[config.mk]
export PLATFORM = sky130hd
export DESIGN_NAME = gf2_boundary_column_reduction
export DESIGN_NICKNAME = d
export VERILOG_FILES = /design/src/rtl/core/gbcr_pkg.sv /design/src/rtl/core/gbcr_ram.sv /design/src/rtl/core/gf2_boundary_column_reduction.sv
export SDC_FILE = /design/constraint.sdc
export NUM_CORES = 2
export LEC_CHECK = 0
export ABC_AREA = 1
export BUFFER_PORTS_ARGS = -buffer_cell sky130_fd_sc_hd__clkbuf_2
export CAP_MARGIN = 40
export CORE_AREA = 4 4 689 691
export CTS_BUF_LIST = sky130_fd_sc_hd__clkbuf_8
export CTS_CLUSTER_DIAMETER = 120
export CTS_CLUSTER_SIZE = 40
export DETAILED_ROUTE_END_ITERATION = 8
export DIE_AREA = 0 0 693 695
export SLEW_MARGIN = 20
export SYNTH_ARGS = -nofsm -noshare
export SYNTH_HDL_FRONTEND = slang
export SYNTH_MEMORY_MAX_BITS = 65536
export SYNTH_SLANG_ARGS = --single-unit
[constraint.sdc]
create_clock -name clk -period 11.2 [get_ports clk]
set_input_delay 0.56 -clock clk [delete_from_list [all_inputs] [get_ports clk]]
set_output_delay 0.56 -clock clk [all_outputs]
set_load 0.005 [all_outputs]
[src/rtl/core/gbcr_pkg.sv]
`timescale 1ns / 1ps
// ----------------------------------------------------------------------------
// gbcr_pkg
// Shared constants, state type and pivot search for the GF(2) column reducer.
// ----------------------------------------------------------------------------
package gbcr_pkg;

  localparam int MAX_COLUMNS = 64;
  localparam int STORE_DEPTH = 64;
  localparam int CAPACITY    = (MAX_COLUMNS > STORE_DEPTH) ? STORE_DEPTH : MAX_COLUMNS;

  localparam int MASK_W = 64;
  localparam int ROW_W  = 6;
  localparam int CNT_W  = 7;

  typedef enum logic [2:0] {
    ST_IDLE,
    ST_FIND,
    ST_OWN,
    ST_COL,
    ST_WRITE
  } state_t;

  // highest set row, zero for an empty column
  function automatic logic [ROW_W-1:0] top_bit(input logic [MASK_W-1:0] v);
    logic [ROW_W-1:0] p;
    p = '0;
    for (int r = 0; r < MASK_W; r++) begin
      if (v[r]) begin
        p = ROW_W'(r);
      end
    end
    return p;
  endfunction

endpackage

[src/rtl/core/gbcr_ram.sv]
`timescale 1ns / 1ps
// ----------------------------------------------------------------------------
// gbcr_ram
// Generic single-write, single-read RAM with registered read data.
// ----------------------------------------------------------------------------
module gbcr_ram #(
  parameter int WIDTH = 8,
  parameter int DEPTH = 64
) (
  input  logic                     clk,
  input  logic                     we,
  input  logic [$clog2(DEPTH)-1:0] waddr,
  input  logic [WIDTH-1:0]         wdata,
  input  logic [$clog2(DEPTH)-1:0] raddr,
  output logic [WIDTH-1:0]         rdata
);

  logic [WIDTH-1:0] mem [DEPTH];

  always_ff @(posedge clk) begin
    if (we) begin
      mem[waddr] <= wdata;
    end
    rdata <= mem[raddr];
  end

endmodule

[src/rtl/core/gf2_boundary_column_reduction.sv]
`timescale 1ns / 1ps
// ----------------------------------------------------------------------------
// gf2_boundary_column_reduction
// Persistence column reduction over GF(2): each incoming boundary column is
// reduced against stored columns owning its pivot, then stored.
// ----------------------------------------------------------------------------
//  channel   handshake          payload
//  input     start / busy       in_first_column, in_boundary_mask
//  result    out_valid strobe   out_column_index, out_has_pivot, out_pivot_row,
//                               out_reduced_mask, out_overflow
//
//  A column taking k additions (k <= 63) stays busy for them, a final pivot
//  search and the write; each addition is pivot search, owner RAM read,
//  column RAM read and XOR. An overflow column is answered without going busy.
//  The result strobe is high in the first cycle with busy low again, or in
//  the cycle after an overflow transaction. Reset is synchronous and clears
//  the pivot table and column count; the column and owner RAMs need no
//  clearing.
// ----------------------------------------------------------------------------
module gf2_boundary_column_reduction (
  input  logic                         clk,
  input  logic                         rst_n,
  input  logic                         start,
  output logic                         busy,
  input  logic                         in_first_column,
  input  logic [gbcr_pkg::MASK_W-1:0]  in_boundary_mask,
  output logic                         out_valid,
  output logic [gbcr_pkg::ROW_W-1:0]   out_column_index,
  output logic                         out_has_pivot,
  output logic [gbcr_pkg::ROW_W-1:0]   out_pivot_row,
  output logic [gbcr_pkg::MASK_W-1:0]  out_reduced_mask,
  output logic                         out_overflow
);

  import gbcr_pkg::*;

  state_t             state_r, state_nxt;
  logic [MASK_W-1:0]  mask_r, mask_nxt;
  logic [ROW_W-1:0]   idx_r, idx_nxt;
  logic [ROW_W-1:0]   piv_r, piv_nxt;
  logic [CNT_W-1:0]   count_r, count_nxt;
  logic [MASK_W-1:0]  pvalid_r, pvalid_nxt;

  logic               ovalid_r, ovalid_nxt;
  logic [ROW_W-1:0]   ocol_r, ocol_nxt;
  logic               ohas_r, ohas_nxt;
  logic [ROW_W-1:0]   orow_r, orow_nxt;
  logic [MASK_W-1:0]  omask_r, omask_nxt;
  logic               oovf_r, oovf_nxt;

  logic [ROW_W-1:0]   top;
  logic [CNT_W-1:0]   cnt_eff;
  logic [MASK_W-1:0]  low_mask;
  logic               nz;

  logic               col_we;
  logic [MASK_W-1:0]  col_rdata;
  logic               own_we;
  logic [ROW_W-1:0]   own_rdata;

  gbcr_ram #(.WIDTH(MASK_W), .DEPTH(STORE_DEPTH)) u_col_ram (
    .clk   (clk),
    .we    (col_we),
    .waddr (idx_r),
    .wdata (mask_r),
    .raddr (own_rdata),
    .rdata (col_rdata)
  );

  gbcr_ram #(.WIDTH(ROW_W), .DEPTH(STORE_DEPTH)) u_own_ram (
    .clk   (clk),
    .we    (own_we),
    .waddr (piv_r),
    .wdata (idx_r),
    .raddr (top),
    .rdata (own_rdata)
  );

  assign top = top_bit(mask_r);
  assign nz  = |mask_r;
  assign cnt_eff = in_first_column ? '0 : count_r;

  always_comb begin
    for (int r = 0; r < MASK_W; r++) begin
      low_mask[r] = (CNT_W'(r) < cnt_eff);
    end
  end

  always_comb begin
    state_nxt  = state_r;
    mask_nxt   = mask_r;
    idx_nxt    = idx_r;
    piv_nxt    = piv_r;
    count_nxt  = count_r;
    pvalid_nxt = pvalid_r;
    ovalid_nxt = 1'b0;
    ocol_nxt   = ocol_r;
    ohas_nxt   = ohas_r;
    orow_nxt   = orow_r;
    omask_nxt  = omask_r;
    oovf_nxt   = oovf_r;
    col_we     = 1'b0;
    own_we     = 1'b0;

    case (state_r)
      ST_IDLE: begin
        if (start) begin
          if (in_first_column) begin
            pvalid_nxt = '0;
            count_nxt  = '0;
          end
          if (cnt_eff >= CNT_W'(CAPACITY)) begin
            ovalid_nxt = 1'b1;
            ocol_nxt   = '0;
            ohas_nxt   = 1'b0;
            orow_nxt   = '0;
            omask_nxt  = '0;
            oovf_nxt   = 1'b1;
          end else begin
            idx_nxt   = cnt_eff[ROW_W-1:0];
            mask_nxt  = in_boundary_mask & low_mask;
            state_nxt = ST_FIND;
          end
        end
      end
      ST_FIND: begin
        piv_nxt = top;
        if (!nz || !pvalid_r[top]) begin
          state_nxt = ST_WRITE;
        end else begin
          state_nxt = ST_OWN;
        end
      end
      ST_OWN: begin
        state_nxt = ST_COL;
      end
      ST_COL: begin
        mask_nxt  = mask_r ^ col_rdata;
        state_nxt = ST_FIND;
      end
      ST_WRITE: begin
        col_we    = 1'b1;
        own_we    = nz;
        if (nz) begin
          pvalid_nxt[piv_r] = 1'b1;
        end
        count_nxt  = CNT_W'(idx_r) + CNT_W'(1);
        ovalid_nxt = 1'b1;
        ocol_nxt   = idx_r;
        ohas_nxt   = nz;
        orow_nxt   = nz ? piv_r : '0;
        omask_nxt  = mask_r;
        oovf_nxt   = 1'b0;
        state_nxt  = ST_IDLE;
      end
      default: begin
        state_nxt = ST_IDLE;
      end
    endcase
  end

  always_ff @(posedge clk) begin
    if (!rst_n) begin
      state_r  <= ST_IDLE;
      count_r  <= '0;
      pvalid_r <= '0;
      ovalid_r <= 1'b0;
    end else begin
      state_r  <= state_nxt;
      count_r  <= count_nxt;
      pvalid_r <= pvalid_nxt;
      ovalid_r <= ovalid_nxt;
    end
  end

  always_ff @(posedge clk) begin
    mask_r  <= mask_nxt;
    idx_r   <= idx_nxt;
    piv_r   <= piv_nxt;
    ocol_r  <= ocol_nxt;
    ohas_r  <= ohas_nxt;
    orow_r  <= orow_nxt;
    omask_r <= omask_nxt;
    oovf_r  <= oovf_nxt;
  end

  assign busy             = (state_r != ST_IDLE);
  assign out_valid        = ovalid_r;
  assign out_column_index = ocol_r;
  assign out_has_pivot    = ohas_r;
  assign out_pivot_row    = orow_r;
  assign out_reduced_mask = omask_r;
  assign out_overflow     = oovf_r;

endmodule
==> flow_summary.toml <==
[pwr]
p_leak_nw = 61.9
p_total_mw = 37.4
peakVddDrop_mv = 0.159
power_density_mw_per_mm2 = 186

[synthesis]
netlist_area_sq_mm = 0.187
synth_nets = 14500
ys_warn_count = 0
syn_area_per_cell_sq_um = 13.0
ys_seq_area_frac = 0.761
yosys_most_used_dff = "edfxtp_1"
synth_cells = 14400
synth_edf_count = 4634
synth-seq-cells = 4779
synth_cell_type_count = 36
ys_async_sr_fraction = 0

[timing]
setup_viol = 0
relSlewSlack = 0.353
fin_skew_ns = 0.191
finalCritPeriodShare = 0.709
whs_ns = 0.0933
period_needed_ns = 7.94
hold_viol_final = 0
finalMaxSlewViolations = 0
setup_ws_ns = 3.26
rsz0062_at_grt = "false"
max_freq_mhz = 126
worst_slew_pin_slew_ns = 0.971
setup_tns_ns = 0

[global_routing]
groute.layer.met1.usage = 0.358
grt_max_degree = 194
grt_busiest_layer = "met2"
grt_usage = 0.258
grt_overflow_total = 0
grt_pass1_vias = 113000
grt_pass1_wl_mm = 892
antenna_found_initial = 57
grt_use_met3 = 0.0578
grtUsageMet2 = 0.392

[die]
design.core.area_sq_mm = 0.469
rows = 252
die_x_um = 693
die_h_um = 695
initial_core_util = 0.398
pin_count = 148
die-area_sq_mm = 0.482

[worst_setup_path]
rr_worst_depth = 75
cpMostUsedCell = "nand2_1"
cp-start-kind = "flip-flop"
critPathLaunch = "mask_r[3]"
critical_path_class = "flip-flop to flip-flop"
endpoint = "u_own_ram.rdata[3]"
reg2reg_slack_ns = 3.26
cp.arrival_ns = 9.05
end_kind = "flip-flop"
r2r_end = "u_own_ram.rdata[3]"
cp_max_fo = 130
r2r-start = "mask_r[3]"
cpMaxStageDelayCell = "nand2_8"
critPathMaxStageDelay_ns = 0.54
cp.required_ns = 12.31

[cts]
cts_buffers = 145
clk_path_buf_depth = 4
clock_latency_ns = 1.23
cts_tree = "yes"
post_cts_resized = 0
cts_setup_buffers = 0
cts.sinks = 4779
clockRootBuffer = "clkbuf_8"
clk_pin_slew_worst_paths_ns = 0.23
cts_max_level = 4

[hold_path]
hold_path.class = "primary input to flip-flop"

[route]
drtAntennaViolNets = 0
avgViaCountPerCell = 6.12
drt_pass1_iterations = 6
dr.first_iter.drc_count = 20200
route.detailed.drc = 0
routedWlPerCell_um = 31.4
vias = 126000
drt-total-wl_mm = 647

[finish]
multi_input_area_sq_mm = 0.0405
fillCellCount = 43000
instances_no_fill = 20600
layout-area-overhead-vs-synth_pct = 7.45
fin_nets = 14300
regArea_sq_mm = 0.142
drive_gt1_frac = 0.0667

[flow_run]
maxCapViolations = 0

[place]
dp_slack_ns = 3.13
dp_hpwl_mm = 368
placed_cells = 20200
io_buffers = 147
gp_congestion = 0.892

[outcome]
outcome = "finished clean"
==> worst max-delay path, delay by kind of cell, from the launching register on <==
family,cells,cell delay (ns)
flip-flops,1,0.42
buffers and inverters,6,1.94
AO/OA/AOI/OAI,2,0.27
AND/OR/NAND/NOR,67,5.08
==> synth_stat cells (64+ instances only) <==
cell         n  area share
a21oi_1     75      0.0020
clkbuf_1   973       0.020
dfxtp_1    145       0.016
edfxtp_1  4634        0.74
inv_1      199      0.0040
nand2_1    311      0.0062
nand3_1    240      0.0064
nor2_1    3211       0.065
nor3_1      89      0.0024
o21ai_0   2798       0.075
o21ai_1     64      0.0017
o22ai_1   1319       0.044
o32ai_1     86      0.0040
==> cell families after synthesis <==
group | synth area share
AO/OA/AOI/OAI | 0.131
adder cells (fa/ha/maj) | 0.0000670
buffers and inverters | 0.0257
AND/OR/NAND/NOR | 0.0802
flip-flops | 0.761
XOR/XNOR | 0.00272
==> power breakdown <==
group	switching (mW)	leakage (nW)	internal, mW
Combinational	7.63	17.0	2.83
Clock	5.15	1.69	1.32
Sequential	0.236	43.2	20.3
Total	13.0	61.9	24.4
==> how the worst min path moves through the flow <==
stage,from,to,slack (ns),cells after the start
final,in_boundary_mask[39],mask_r[39],0.09,3
after global routing,in_boundary_mask[39],mask_r[39],0.03,3
after CTS,in_boundary_mask[5],mask_r[5],0.005,3
after detailed placement,pvalid_r[39],pvalid_r[39],0.44,2
after global placement,mask_r[35],u_col_ram.mem[23][35],0.43,0
after floorplan,pvalid_r[55],pvalid_r[55],0.43,2
==> routing by layer <==
metal,wire (um),share of wire
met1,250000,0.39
met3,77200,0.12
met2,287000,0.44
met4,32500,0.050
met5,666,0.0010
==> metrics by stage <==
stage / util / cell area (sq um)
after floorplan: - / 187000
after global placement: 0.416 / 195000
after detailed placement: 0.420 / 197000
after CTS: 0.426 / 200000
after global routing: 0.428 / 201000
final: 0.428 / 201000
==> sequential cells by signal (all words and copies together) (netlist names), 6 cells and up <==
| name | count |
|---|---|
| u_col_ram.rdata | 64 |
| count_r | 7 |
| u_own_ram.rdata | 6 |
| out_pivot_row | 6 |
| out_reduced_mask | 64 |
| out_column_index | 6 |
| pvalid_r | 64 |
| u_col_ram.mem | 4096 |
| mask_r | 64 |
| idx_r | 6 |
| u_own_ram.mem | 384 |
| piv_r | 6 |
==> layout make-up <==
cell class / instances / area share
Antenna cell: 32 / 0.000399
Clock buffer: 147 / 0.0101
Clock inverter: 115 / 0.00327
Inverter: 218 / 0.00432
Multi-Input combinational cell: 8360 / 0.202
Sequential cell: 4779 / 0.708
Tap cell: 6223 / 0.0388
Timing Repair Buffer: 719 / 0.0334
==> cell usage in the layout (no fill, tap or decap), types with 81 or more instances in the layout <==
cell,count
buf_4,376
dfxtp_1,139
clkbuf_2,162
nor2_1,3146
o32ai_1,86
o22ai_1,1319
inv_1,291
nand2_1,310
clkbuf_8,147
nor3_1,81
edfxtp_1,4634
nand3_1,238
o21ai_0,2796
==> what timing repair did <==
item                                    4_1_cts  5_1_grt
endpoints found under the setup margin        0        0
endpoints found under the hold margin        48        0
hold buffers                                 37        0
No activity file was read; power rests on OpenSTA's default activity.
